## config.mk

```make
export PLATFORM = sky130hd
export DESIGN_NAME = rgba_channel_statistics_core_flat
export DESIGN_NICKNAME = d
export VERILOG_FILES = /design/src/rtl/rcs_pkg.sv /design/src/rtl/rcs_if.sv /design/src/rtl/rcs_lane.sv /design/src/rtl/rcs_merge.sv /design/src/rtl/rgba_channel_statistics_core.sv /design/src/flat_wrapper.sv
export SDC_FILE = /design/constraint.sdc
export NUM_CORES = 2
export LEC_CHECK = 0
export BUFFER_PORTS_ARGS = -buffer_cell sky130_fd_sc_hd__buf_2
export CORE_MARGIN = 3
export CORE_UTILIZATION = 60
export DETAILED_ROUTE_END_ITERATION = 7
export GPL_TIMING_DRIVEN = 0
export MAX_ROUTING_LAYER = met4
export PLACE_DENSITY = 0.88
export SKIP_LAST_GASP = 1
export SYNTH_ARGS = -nofsm -noshare
export SYNTH_HDL_FRONTEND = slang
export SYNTH_SLANG_ARGS = --single-unit
```

## constraint.sdc

```tcl
create_clock -name clk -period 21.2 [get_ports clk]
set_input_delay 1.06 -clock clk [delete_from_list [all_inputs] [get_ports clk]]
set_output_delay 1.06 -clock clk [all_outputs]
set_load 0.005 [all_outputs]
```

## src/rtl/rcs_pkg.sv

```systemverilog
// ----------------------------------------------------------------------------
// rcs_pkg
// shared constants and types of the rgba channel statistics block
// ----------------------------------------------------------------------------
package rcs_pkg;

    localparam int CHANNELS   = 4;
    localparam int PIX_W      = 8;
    localparam int SUM_W      = 32;
    localparam int MEAN_W     = 16;
    localparam int CFG_W      = 13;
    localparam int CFG_IDX_W  = 1;
    localparam int MAX_WIDTH  = 4096;
    localparam int MAX_HEIGHT = 4096;
    localparam int COUNT_W    = $clog2(MAX_WIDTH * MAX_HEIGHT + 1);
    localparam int PROD_W     = 2 * CFG_W;
    localparam int DIV_STEPS  = MEAN_W;
    localparam int STEP_W     = $clog2(DIV_STEPS + 1);

    // register indexes of the configuration port
    localparam logic [CFG_IDX_W-1:0] REG_FRAME_WIDTH  = 1'b0;
    localparam logic [CFG_IDX_W-1:0] REG_FRAME_HEIGHT = 1'b1;

    // channel order inside an item
    localparam int CH_RED   = 0;
    localparam int CH_GREEN = 1;
    localparam int CH_BLUE  = 2;
    localparam int CH_ALPHA = 3;

    typedef struct packed {
        logic [PIX_W-1:0]  lo;
        logic [PIX_W-1:0]  hi;
        logic [MEAN_W-1:0] mean;
    } lane_res_t;

    typedef struct packed {
        logic busy;
        logic done;
    } lane_stat_t;

    function automatic logic [CFG_W-1:0] clamp_size(input logic [CFG_W-1:0] v,
                                                    input logic [CFG_W-1:0] hi);
        logic [CFG_W-1:0] r;
        if (v == '0)
            r = CFG_W'(1);
        else if (v > hi)
            r = hi;
        else
            r = v;
        return r;
    endfunction

endpackage

```

## src/rtl/rcs_if.sv

```systemverilog
// ----------------------------------------------------------------------------
// rcs_if
// valid/ready channels for pixel items and statistics items
// ----------------------------------------------------------------------------
interface rcs_pix_if
    import rcs_pkg::*;
();
    logic             valid;
    logic             ready;
    logic [PIX_W-1:0] red;
    logic [PIX_W-1:0] green;
    logic [PIX_W-1:0] blue;
    logic [PIX_W-1:0] alpha;

    modport source (output valid, red, green, blue, alpha, input ready);
    modport sink (input valid, red, green, blue, alpha, output ready);
endinterface

interface rcs_stat_if
    import rcs_pkg::*;
();
    logic              valid;
    logic              ready;
    logic [PIX_W-1:0]  red_min;
    logic [PIX_W-1:0]  red_max;
    logic [MEAN_W-1:0] red_mean;
    logic [PIX_W-1:0]  green_min;
    logic [PIX_W-1:0]  green_max;
    logic [MEAN_W-1:0] green_mean;
    logic [PIX_W-1:0]  blue_min;
    logic [PIX_W-1:0]  blue_max;
    logic [MEAN_W-1:0] blue_mean;
    logic [PIX_W-1:0]  alpha_min;
    logic [PIX_W-1:0]  alpha_max;
    logic [MEAN_W-1:0] alpha_mean;

    modport source (output valid, red_min, red_max, red_mean, green_min, green_max,
                    green_mean, blue_min, blue_max, blue_mean, alpha_min, alpha_max,
                    alpha_mean, input ready);
    modport sink (input valid, red_min, red_max, red_mean, green_min, green_max,
                  green_mean, blue_min, blue_max, blue_mean, alpha_min, alpha_max,
                  alpha_mean, output ready);
endinterface

```

## src/rtl/rcs_lane.sv

```systemverilog
// ----------------------------------------------------------------------------
// rcs_lane
// one channel: running min, max and sum, then a serial divide for the mean
// ----------------------------------------------------------------------------
module rcs_lane
    import rcs_pkg::*;
(
    input  logic               clk,
    input  logic               rst_n,
    input  logic               accept,
    input  logic [PIX_W-1:0]   pix,
    input  logic               first,
    input  logic               last,
    input  logic [COUNT_W-1:0] count,
    input  logic               take,
    output lane_stat_t         stat,
    output lane_res_t          res
);

    logic [PIX_W-1:0]   lo_reg, lo_next;
    logic [PIX_W-1:0]   hi_reg, hi_next;
    logic [SUM_W-1:0]   sum_reg, sum_next;
    logic [COUNT_W-1:0] rem_reg;
    logic [MEAN_W-1:0]  quo_reg;
    logic [COUNT_W-1:0] dvs_reg;
    logic [STEP_W-1:0]  step_reg;
    logic               busy_reg;
    logic [PIX_W-1:0]   res_lo_reg;
    logic [PIX_W-1:0]   res_hi_reg;
    logic               done;
    logic [COUNT_W+1:0] diff;

    always_comb
    begin
        if (first)
        begin
            lo_next = pix;
            hi_next = pix;
        end
        else
        begin
            lo_next = (pix < lo_reg) ? pix : lo_reg;
            hi_next = (pix > hi_reg) ? pix : hi_reg;
        end
        sum_next = sum_reg + SUM_W'(pix);
    end

    // restoring step: remainder stays below the divisor
    assign diff = {1'b0, rem_reg, quo_reg[MEAN_W-1]} - {2'b00, dvs_reg};
    assign done = (step_reg == STEP_W'(DIV_STEPS));

    always_ff @(posedge clk or negedge rst_n)
    begin
        if (!rst_n)
        begin
            sum_reg  <= '0;
            busy_reg <= 1'b0;
            step_reg <= '0;
        end
        else
        begin
            if (accept)
            begin
                if (last)
                begin
                    sum_reg  <= '0;
                    busy_reg <= 1'b1;
                    step_reg <= '0;
                end
                else
                begin
                    sum_reg <= sum_next;
                end
            end
            else if (busy_reg)
            begin
                if (!done)
                    step_reg <= step_reg + STEP_W'(1);
                else if (take)
                    busy_reg <= 1'b0;
            end
        end
    end

    always_ff @(posedge clk)
    begin
        if (accept)
        begin
            lo_reg <= lo_next;
            hi_reg <= hi_next;
            if (last)
            begin
                res_lo_reg <= lo_next;
                res_hi_reg <= hi_next;
                // dividend is sum * 256; the top bits seed the remainder
                rem_reg    <= COUNT_W'(sum_next[SUM_W-1:PIX_W]);
                quo_reg    <= {sum_next[PIX_W-1:0], {(MEAN_W-PIX_W){1'b0}}};
                dvs_reg    <= count;
            end
        end
        else if (busy_reg && !done)
        begin
            if (!diff[COUNT_W+1])
            begin
                rem_reg <= diff[COUNT_W-1:0];
                quo_reg <= {quo_reg[MEAN_W-2:0], 1'b1};
            end
            else
            begin
                rem_reg <= {rem_reg[COUNT_W-2:0], quo_reg[MEAN_W-1]};
                quo_reg <= {quo_reg[MEAN_W-2:0], 1'b0};
            end
        end
    end

    assign stat.busy = busy_reg;
    assign stat.done = busy_reg && done;
    assign res.lo    = res_lo_reg;
    assign res.hi    = res_hi_reg;
    assign res.mean  = quo_reg;

endmodule

```

## src/rtl/rcs_merge.sv

```systemverilog
// ----------------------------------------------------------------------------
// rcs_merge
// gathers the lane results into the registered statistics output
// ----------------------------------------------------------------------------
module rcs_merge
    import rcs_pkg::*;
(
    input  logic        clk,
    input  logic        rst_n,
    input  lane_stat_t  stat,
    input  lane_res_t   res [CHANNELS],
    output logic        take,
    rcs_stat_if.source  stat_out
);

    logic      valid_reg;
    lane_res_t data_reg [CHANNELS];

    assign take = stat.done && (!valid_reg || stat_out.ready);

    always_ff @(posedge clk or negedge rst_n)
    begin
        if (!rst_n)
            valid_reg <= 1'b0;
        else if (take)
            valid_reg <= 1'b1;
        else if (stat_out.ready)
            valid_reg <= 1'b0;
    end

    always_ff @(posedge clk)
    begin
        if (take)
            data_reg <= res;
    end

    assign stat_out.valid      = valid_reg;
    assign stat_out.red_min    = data_reg[CH_RED].lo;
    assign stat_out.red_max    = data_reg[CH_RED].hi;
    assign stat_out.red_mean   = data_reg[CH_RED].mean;
    assign stat_out.green_min  = data_reg[CH_GREEN].lo;
    assign stat_out.green_max  = data_reg[CH_GREEN].hi;
    assign stat_out.green_mean = data_reg[CH_GREEN].mean;
    assign stat_out.blue_min   = data_reg[CH_BLUE].lo;
    assign stat_out.blue_max   = data_reg[CH_BLUE].hi;
    assign stat_out.blue_mean  = data_reg[CH_BLUE].mean;
    assign stat_out.alpha_min  = data_reg[CH_ALPHA].lo;
    assign stat_out.alpha_max  = data_reg[CH_ALPHA].hi;
    assign stat_out.alpha_mean = data_reg[CH_ALPHA].mean;

endmodule

```

## src/rtl/rgba_channel_statistics_core.sv

```systemverilog
// ----------------------------------------------------------------------------
// rgba_channel_statistics_core
// per-frame min, max and mean of each rgba channel
// ----------------------------------------------------------------------------
// pix_in takes one pixel item per clock in raster order; stat_out gives one
// statistics item per frame, after the pixel that completes width times height
// cfg_we/cfg_index/cfg_data write frame_width (index 0) and frame_height
// (index 1) while the block is idle; zero counts as 1, big values saturate
// four channel lanes work side by side, each keeping min, max and a 32-bit sum
// throughput: one pixel item per cycle within a frame
// the frame's last pixel starts a 16-step restoring divide in every lane
// (sum * 256 / pixel count); pix_in.ready stays low during the divide and
// until the results are handed to the output register, so no pixel of the
// next frame is taken before then; the statistics item is registered when
// the lanes hand their results over
// if the receiver stalls, the item waits in the output register; a second
// finished frame then holds in the lanes and pix_in.ready stays low
// reset clears the pixel count, sums and output valid, and sets both sizes to 1
// ----------------------------------------------------------------------------
module rgba_channel_statistics_core
    import rcs_pkg::*;
(
    input  logic                 clk,
    input  logic                 rst_n,
    input  logic                 cfg_we,
    input  logic [CFG_IDX_W-1:0] cfg_index,
    input  logic [CFG_W-1:0]     cfg_data,
    rcs_pix_if.sink              pix_in,
    rcs_stat_if.source           stat_out
);

    logic [CFG_W-1:0]   width_reg;
    logic [CFG_W-1:0]   height_reg;
    logic [COUNT_W-1:0] target;
    logic [COUNT_W-1:0] seen_reg, seen_next;
    logic [PROD_W-1:0]  product;
    logic               accept;
    logic               first;
    logic               last;
    logic               take;
    logic [PIX_W-1:0]   px [CHANNELS];
    lane_stat_t         lane_stat [CHANNELS];
    lane_res_t          lane_res [CHANNELS];

    // configuration registers
    always_ff @(posedge clk or negedge rst_n)
    begin
        if (!rst_n)
        begin
            width_reg  <= CFG_W'(1);
            height_reg <= CFG_W'(1);
        end
        else if (cfg_we)
        begin
            case (cfg_index)
                REG_FRAME_WIDTH:  width_reg  <= cfg_data;
                REG_FRAME_HEIGHT: height_reg <= cfg_data;
                default:          ;
            endcase
        end
    end

    // frame size product, follows a size write at once
    assign product = clamp_size(width_reg, CFG_W'(MAX_WIDTH)) *
                     clamp_size(height_reg, CFG_W'(MAX_HEIGHT));
    assign target  = product[COUNT_W-1:0];

    // pixel counting
    assign pix_in.ready = !lane_stat[0].busy;
    assign accept       = pix_in.valid && pix_in.ready;
    assign seen_next    = seen_reg + COUNT_W'(1);
    assign first        = (seen_reg == '0);
    assign last         = (seen_next >= target) || (seen_next == '0);

    always_ff @(posedge clk or negedge rst_n)
    begin
        if (!rst_n)
            seen_reg <= '0;
        else if (accept)
            seen_reg <= last ? '0 : seen_next;
    end

    assign px[CH_RED]   = pix_in.red;
    assign px[CH_GREEN] = pix_in.green;
    assign px[CH_BLUE]  = pix_in.blue;
    assign px[CH_ALPHA] = pix_in.alpha;

    // one lane per channel; all lanes run in lockstep
    for (genvar c = 0; c < CHANNELS; c++)
    begin : g_lane
        rcs_lane u_lane (
            .clk   (clk),
            .rst_n (rst_n),
            .accept(accept),
            .pix   (px[c]),
            .first (first),
            .last  (last),
            .count (seen_next),
            .take  (take),
            .stat  (lane_stat[c]),
            .res   (lane_res[c])
        );
    end

    // merge lanes into the output register
    rcs_merge u_merge (
        .clk     (clk),
        .rst_n   (rst_n),
        .stat    (lane_stat[0]),
        .res     (lane_res),
        .take    (take),
        .stat_out(stat_out)
    );

`ifndef SYNTH
    // lanes must stay in lockstep
    a_lockstep: assert property (@(posedge clk) disable iff (!rst_n)
        (lane_stat[0] == lane_stat[1]) && (lane_stat[0] == lane_stat[2]) &&
        (lane_stat[0] == lane_stat[3]))
        else $error("channel lanes out of step");

    // the frame's last pixel starts the divide
    a_last_starts_div: assert property (@(posedge clk) disable iff (!rst_n)
        (accept && last) |=> (lane_stat[0].busy && !pix_in.ready))
        else $error("frame end did not start the divide");

    // a new statistics item only follows a finished divide
    a_out_from_div: assert property (@(posedge clk) disable iff (!rst_n)
        $rose(stat_out.valid) |-> $past(lane_stat[0].done))
        else $error("statistics item without a finished divide");

    // pixel count is cleared whenever the lanes hold a finished frame
    a_seen_clear: assert property (@(posedge clk) disable iff (!rst_n)
        lane_stat[0].busy |-> (seen_reg == '0))
        else $error("pixel count not cleared at frame end");
`endif

endmodule
```

## src/flat_wrapper.sv

```systemverilog
// flat-port wrapper written by rule: the top's interface ports become plain ports
module rgba_channel_statistics_core_flat import rcs_pkg::*;
  (clk, rst_n, cfg_we, cfg_index, cfg_data, pix_in_valid, pix_in_red, pix_in_green, pix_in_blue, pix_in_alpha, pix_in_ready, stat_out_valid, stat_out_red_min, stat_out_red_max, stat_out_red_mean, stat_out_green_min, stat_out_green_max, stat_out_green_mean, stat_out_blue_min, stat_out_blue_max, stat_out_blue_mean, stat_out_alpha_min, stat_out_alpha_max, stat_out_alpha_mean, stat_out_ready);
  rcs_pix_if pix_in_i ();
  rcs_stat_if stat_out_i ();
  input  logic clk;
  input  logic rst_n;
  input  logic cfg_we;
  input  logic [CFG_IDX_W-1:0] cfg_index;
  input  logic [CFG_W-1:0] cfg_data;
  input wire logic [$bits(pix_in_i.valid)-1:0] pix_in_valid;
  input wire logic [$bits(pix_in_i.red)-1:0] pix_in_red;
  input wire logic [$bits(pix_in_i.green)-1:0] pix_in_green;
  input wire logic [$bits(pix_in_i.blue)-1:0] pix_in_blue;
  input wire logic [$bits(pix_in_i.alpha)-1:0] pix_in_alpha;
  output wire logic [$bits(pix_in_i.ready)-1:0] pix_in_ready;
  output wire logic [$bits(stat_out_i.valid)-1:0] stat_out_valid;
  output wire logic [$bits(stat_out_i.red_min)-1:0] stat_out_red_min;
  output wire logic [$bits(stat_out_i.red_max)-1:0] stat_out_red_max;
  output wire logic [$bits(stat_out_i.red_mean)-1:0] stat_out_red_mean;
  output wire logic [$bits(stat_out_i.green_min)-1:0] stat_out_green_min;
  output wire logic [$bits(stat_out_i.green_max)-1:0] stat_out_green_max;
  output wire logic [$bits(stat_out_i.green_mean)-1:0] stat_out_green_mean;
  output wire logic [$bits(stat_out_i.blue_min)-1:0] stat_out_blue_min;
  output wire logic [$bits(stat_out_i.blue_max)-1:0] stat_out_blue_max;
  output wire logic [$bits(stat_out_i.blue_mean)-1:0] stat_out_blue_mean;
  output wire logic [$bits(stat_out_i.alpha_min)-1:0] stat_out_alpha_min;
  output wire logic [$bits(stat_out_i.alpha_max)-1:0] stat_out_alpha_max;
  output wire logic [$bits(stat_out_i.alpha_mean)-1:0] stat_out_alpha_mean;
  input wire logic [$bits(stat_out_i.ready)-1:0] stat_out_ready;
  assign pix_in_i.valid = pix_in_valid;
  assign pix_in_i.red = pix_in_red;
  assign pix_in_i.green = pix_in_green;
  assign pix_in_i.blue = pix_in_blue;
  assign pix_in_i.alpha = pix_in_alpha;
  assign pix_in_ready = pix_in_i.ready;
  assign stat_out_valid = stat_out_i.valid;
  assign stat_out_red_min = stat_out_i.red_min;
  assign stat_out_red_max = stat_out_i.red_max;
  assign stat_out_red_mean = stat_out_i.red_mean;
  assign stat_out_green_min = stat_out_i.green_min;
  assign stat_out_green_max = stat_out_i.green_max;
  assign stat_out_green_mean = stat_out_i.green_mean;
  assign stat_out_blue_min = stat_out_i.blue_min;
  assign stat_out_blue_max = stat_out_i.blue_max;
  assign stat_out_blue_mean = stat_out_i.blue_mean;
  assign stat_out_alpha_min = stat_out_i.alpha_min;
  assign stat_out_alpha_max = stat_out_i.alpha_max;
  assign stat_out_alpha_mean = stat_out_i.alpha_mean;
  assign stat_out_i.ready = stat_out_ready;
  rgba_channel_statistics_core u_core (.clk(clk), .rst_n(rst_n), .cfg_we(cfg_we), .cfg_index(cfg_index), .cfg_data(cfg_data), .pix_in(pix_in_i), .stat_out(stat_out_i));
endmodule
```

# == Word level (Yosys, flattened, before mapping) ==
# Index checks and enable logic that the tools add are counted.
# word_totals
reg_bits,649
out_inout_bits,130
# classes
n_addsub,13
mul,1
order_cmp,11
n_eq_ne,9
mux,86
bitwise,1
n_reduce_logical,39
# ops
operator,n
2-to-1 mux 25 bit,17
2-to-1 mux 16 bit,12
adder 32 x 8 -> 32 bit,4
2-to-1 mux 32 bit,4
2-to-1 mux 8 bit,16
subtractor 26 x 25 -> 27 bit,4
2-to-1 mux 5 bit,13
2-to-1 mux 13 bit,4
zero test 25 bit,2
> comparator 8 bit,4
< comparator 8 bit,4
"> comparator 13 bit, second input constant",2
zero test 13 bit,2
"adder 25 x 1 -> 25 bit, second input constant",1
>= comparator 25 bit,1
multiplier 13 x 13 -> 25 bit,1
"adder 5 x 1 -> 5 bit, second input constant",4
"equality test 5 bit, second input constant",4
2-to-1 mux 1 bit,20
nonzero test 2 bit,9
AND reduction 2 bit,7
AND reduction 3 bit,4
"!= test 2 x 1 -> 1 bit, second input constant",4
logical AND 1 bit,7
4 further kinds,10

# == Logic depth before layout (Yosys ltp) ==
# logic_depth
depth_word,8
depth_mapped,36
mapped_depth_nobuf,33

# == By module ==
# A second synthesis with hierarchy kept.
# hier_totals
hier_cells,4153
area_unflattened_um2,45003.2
# by_module_without_submodules
mod,n_inst,cells_each,area_per_inst_um2,seq_area_each_um2
rcs_lane at u_core.g_lane[1].u_lane ...,2,742,8034.0,3893.7
rgba_channel_statistics_core,1,1057,9021.2,1278.7
rcs_lane at u_core.g_lane[3].u_lane,1,747,8049.0,3893.7
rcs_lane at u_core.g_lane[0].u_lane,1,733,7977.7,3893.7
rcs_merge,1,132,3887.5,3868.7

# == Least setup slack after synthesis ==
# No wires, ideal clock.
# synth_timing
path_type,register to register
start,register u_core.width_reg[12]
end,"register u_core.g_lane[0].u_lane.res_hi_reg[0], enable pin"
setup_ns,0.410
arrival_time_ns,8.710
path_slack_ns,12.079
path_stages_with_launch,33
n_path_buf,3
cell_sequence,dfrtp_1 > inv_1 > clkbuf_1 > buf_1 > nand2_1 > nor2_1 > fa_1 > inv_1 > fa_1 > inv_1 > fa_1 > fa_1 > inv_1 > fa_1 > inv_1 > ha_1 > nand2_1 > o21ai_0 > a2111oi_0 > nor4_1 > nor3_1 > o41ai_1 > a21oi_1 > xor2_1 > ha_1 > nand4_1 > or2_2 > or4_1 > a31oi_1 > a311o_1 > o21ai_0 > inv_2 > buf_2
# synth_between
elab_chain_len,7
# synth_lines
element,line,rtl
from (decl),rgba_channel_statistics_core.sv:32,logic [CFG_W-1:0] width_reg;
from (signal assigned),rgba_channel_statistics_core.sv:56,REG_FRAME_WIDTH: width_reg <= cfg_data;
> comparator 13 bit,rcs_pkg.sv:46,else if (v > hi)
2-to-1 mux 13 bit,rcs_pkg.sv:46,
2-to-1 mux 13 bit (*),rcs_pkg.sv:44,if (v == '0)
multiplier 13 x 13 -> 25 bit (*),rgba_channel_statistics_core.sv:64,"assign product = clamp_size(width_reg, CFG_W'(MAX_WIDTH)) *"
>= comparator 25 bit (*),rgba_channel_statistics_core.sv:73,assign last = (seen_next >= target) || (seen_next == '0);
logical OR 1 bit (*),rgba_channel_statistics_core.sv:73,
AND reduction 2 bit (no source line) (*),n/a,
to (signal assigned),rcs_lane.sv:94,res_hi_reg <= hi_next;
to (decl),rcs_lane.sv:29,logic [PIX_W-1:0] res_hi_reg;
# Every way passes the cells marked *; elsewhere a longest branch is shown, timed or not.
# A chain may end at the register's enable or synchronous reset.

# == Final worst setup path ==
# layout_timing
start,register u_core.width_reg[12]
end,register u_core.g_lane[2].u_lane.sum_reg[14]
# layout_between
elab_chain_len,7
# layout_lines
element,line,rtl
> comparator 13 bit,rcs_pkg.sv:46,
2-to-1 mux 13 bit,rcs_pkg.sv:46,
2-to-1 mux 13 bit (*),rcs_pkg.sv:44,
multiplier 13 x 13 -> 25 bit (*),rgba_channel_statistics_core.sv:64,
>= comparator 25 bit (*),rgba_channel_statistics_core.sv:73,
logical OR 1 bit (*),rgba_channel_statistics_core.sv:73,
2-to-1 mux 32 bit (*),rcs_lane.sv:64,if (last)
to (signal assigned),rcs_lane.sv:72,sum_reg <= sum_next;
to (decl),rcs_lane.sv:22,"logic [SUM_W-1:0] sum_reg, sum_next;"
# Marks and branches as above.

==> summary.md <==
| Metric | Value |
|---|---|
| Outcome | complete, no violations |
| Clk slew on worst S/H paths | 0.06 ns |
| Number of distinct library cells after synthesis | 86 |
| Worst hold path type | flop to flop |
| Post-synth EDFFs | around 450 |
| Post-DP HPWL | slightly below 90 mm |
| DR pass1 iterations | 8 |
| R2R depth | 34 |
| # DRC | 0 |
| Routed vias | 34240 |
| H-tree depth | 3 |
| CP bufs+invs | 9 |
| Overall Global Routing Usage | 0.3492 |
| Worst setup path startpoint | u_core.width_reg[12] |
| Endpoint class of the critical path | flop |
| Initial antenna violation count | 6 |
| Antenna viol nets, final | 0 |
| R2R Path Start | u_core.width_reg[12] |
| Area of the die | 72600 sq um |
| Core ar. | 67990 sq um |
| Post-route setup TNS | 0 ns |
| P&R area growth vs syn | 11.74% |
| Slew HR | 0.08708 |
| Async S/R FF share, synth | 0.3143 |
| TritonCTS clock tree | done |
| Die width | 269.5 um |
| Reg2reg end | u_core.g_lane[2].u_lane.sum_reg[14] |
| PnR worst setup slack | 10.38 ns |
| Worst VDD drop | 0.08091 mV |
| CP required | 21.71 ns |
| Register-to-register setup slack | approximately 10 ns |
| Num CTS Buffers | 74 |
| CTS Hold Bufs | 0 |
| P_leak | approximately 20 nW |
| Final setup viols | 0 |
| Fin crit share | 0.5105 |
| Routed WL per cell | 23.42 um |
| Worst Setup EP | u_core.g_lane[2].u_lane.sum_reg[14] |
| Nets | 4850 |
| Register area share after synthesis | 0.4435 |
| Row count | 95 |
| Die height | 269.5 um |
| Fill cells | 4898 |
| Slew @ Worst Pin | 1.369 ns |
| Initial DRC Count | approximately 4200 |
| Count of pins over their slew limit | 0 |
| Clock Tree Root | clkbuf_16 |
| Clock buffer depth | 3 |
| Startpoint types | flop |
| RSZ-0062 raised after global routing | false |
| Synth Cell Area | around 42000 sq um |
| Vias/cell | 6.379 |
| Share of cells above drive strength 1 | 0.1057 |
| Post-synth top flop | edfxtp_1 |
| Max reg flops | about 130 |
| Clock skew | about 0.06 ns |
| Clock sinks | 649 |
| CP Depth | 34 |
| Max FO, Critical Path | 10 |
| WP data arrival | 11.33 ns |
| Fmax | 0.09240 GHz |
| Max-Cap Viols | 0 |
| Post-CTS Repair Setup Buffers | 0 |
| Max incr delay on CP | ~0.74 ns |
| CP top delay family | adder cells |
| Grt total ovfl | 0 |
| Largest net degree at the start of global routing | around 110 |
| First-pass GRT wire length | 191.2 mm |
| Mapped Cells | 4111 |
| IO buf count | 180 |
| Pwr Density | 134.9 nW/um^2 |
| Syn nets | 4585 |
| Average size of a mapped cell | just over 10 sq um |
| Slowest stage cell, crit path | clkbuf_1 |
| Hold_ws | 0.3972 ns |
| Post-synthesis register bit count | 649 |
| Final GP Congestion | 1.028 |
| Vias in the first global route | ~33000 |
| Warnings from Yosys | 0 |
| Ports | approximately 180 |
| Detailed Route WL | 125.7 mm |
| Final Hold Viols | 0 |
| Fin crit period | 10.82 ns |
| Dpl ws | 10.59 ns |
| Post-CTS sizing | 0 |
| Power Total | 6.275 mW |
| Crit Path Class | flop to flop |
| Worst-skew pair later-pin latency | around 0.66 ns |
| Starting Density | 0.6125 |
per-stage QoR:
step	instances	utilization	instance area [sq um]
after global routing	5364	0.6842	46520
after CTS	5359	0.6840	46510
final	5368	0.6844	46530
after global placement	5212	0.6427	43700
after floorplan	4111	-	41640
after detailed placement	5221	0.6462	43940
worst min-delay path by stage:
stage                                                     start                                    to  slack [ns]  cells past startpoint
final                     u_core.g_lane[2].u_lane.res_lo_reg[2]   u_core.u_merge.stat_out.blue_min[2]        0.40                      0
after global routing      u_core.g_lane[1].u_lane.res_lo_reg[6]  u_core.u_merge.stat_out.green_min[6]        0.41                      0
after CTS                 u_core.g_lane[2].u_lane.res_lo_reg[2]   u_core.u_merge.stat_out.blue_min[2]        0.39                      0
after detailed placement  u_core.g_lane[1].u_lane.res_hi_reg[0]  u_core.u_merge.stat_out.green_max[0]        0.40                      0
after global placement    u_core.g_lane[1].u_lane.res_lo_reg[6]  u_core.u_merge.stat_out.green_min[6]        0.40                      0
after floorplan           u_core.g_lane[3].u_lane.res_hi_reg[0]  u_core.u_merge.stat_out.alpha_max[0]        0.40                      0
synth_stat cells (25+ instances only):
master	instances	area (sq um)
mux2i_1	60	600.6
nand2_1	479	1798
and3_1	48	300.3
o21ai_1	29	145.1
nand4_1	45	281.5
o21ai_0	261	1306
xor2_1	105	919.6
nor4_1	25	156.4
xnor2_1	129	1130
nor2_1	295	1107
nor3_1	128	640.6
nand3_1	119	595.6
edfxtp_1	445	13360
nand2b_1	35	219.0
a21oi_1	199	996.0
buf_2	30	150.1
clkbuf_1	115	431.7
o21a_1	33	247.7
nor2b_1	74	462.9
fa_1	128	2562
inv_1	326	1224
mux2_2	89	1002
o31ai_1	32	240.2
ha_1	295	3691
dfrtp_1	202	5055
a21o_1	79	593.1
a31oi_1	25	156.4
area by class of cell:
type | instances | area [sq um] | share of cell area
diodes | 9 | 22.52 | 0.0004840
plain buffers | 161 | 673.1 | 0.01447
clock buffers | 93 | 1963 | 0.04219
clock inverters | 45 | 606.8 | 0.01304
inverters | 328 | 1236 | 0.02657
multi-input cells | 2973 | 21290 | 0.4576
flip-flops and latches | 649 | 18470 | 0.3969
well taps | 921 | 1152 | 0.02476
repair buffers | 189 | 1116 | 0.02398
logic make-up (layout without fill, tap and decap cells):
logic type	Yosys count	after routing	share of synthesized area
other cells	0	9	0
flops	649	649	0.4435
fa+ha+maj	423	423	0.1502
compound gates	822	822	0.1218
mux	149	149	0.03849
buf+inv	489	816	0.04558
xor+xnor	234	234	0.04921
simple gates	1345	1345	0.1512
per-layer routing:
metal / wire length [um] / global-route usage / share of wire / vias up
met4: 8929 / 0.2065 / 0.071 / 0
met1: 46350 / 0.4165 / 0.37 / 16540
met3: 13250 / 0.08446 / 0.11 / 530
li1: - / - / - / 15100
met2: 57180 / 0.5420 / 0.45 / 2077
met5: 0 / - / 0 / -
cells in the final DEF, fill, tap and decap left out, types with 11 or more instances in the layout:
| cell | Yosys | routed |
|---|---|---|
| dfrtp_1 | 202 | 202 |
| nor4_1 | 25 | 25 |
| buf_2 | 30 | 208 |
| edfxtp_1 | 445 | 445 |
| or3_1 | 14 | 14 |
| o21ai_1 | 29 | 29 |
| a211oi_1 | 19 | 19 |
| o21ai_0 | 261 | 261 |
| inv_1 | 326 | 325 |
| a21o_1 | 79 | 79 |
| nand3_1 | 119 | 119 |
| clkbuf_16 | 0 | 74 |
| nand4_1 | 45 | 45 |
| clkinv_2 | 0 | 11 |
| nand2_1 | 479 | 475 |
| o21a_1 | 33 | 33 |
| nor3b_1 | 15 | 15 |
| or2_2 | 12 | 12 |
| mux2_2 | 89 | 89 |
| nor3_1 | 128 | 128 |
| o211ai_1 | 18 | 18 |
| a31oi_1 | 25 | 25 |
| nand2b_1 | 35 | 35 |
| and4_1 | 11 | 11 |
| fa_1 | 128 | 128 |
| nor2_1 | 295 | 295 |
| xor2_1 | 105 | 105 |
| xnor2_1 | 129 | 129 |
| and2_1 | 21 | 21 |
| clkbuf_1 | 115 | 129 |
| ha_1 | 295 | 295 |
| mux2i_1 | 60 | 60 |
| and3_1 | 48 | 48 |
| a21oi_1 | 199 | 199 |
| nor2b_1 | 74 | 74 |
| o21bai_1 | 18 | 18 |
| o31ai_1 | 32 | 31 |
report_power, final:
group	total (mW)	switching, mW	internal (mW)
combinational	2.86	1.77	1.08
clock	1.34	0.571	0.773
sequential	2.07	0.223	1.85
total	6.28	2.57	3.71
worst register-to-register path, delay by kind of cell, from the launching register on:
family          cells  cell delay, ns
fa+ha+maj           7            2.96
simple gates        9            2.35
compound gates      8            2.15
xor+xnor            1            0.19
buf+inv             9            2.63
flops               1            0.46
Note: power is estimated with default switching activity, not from simulation.
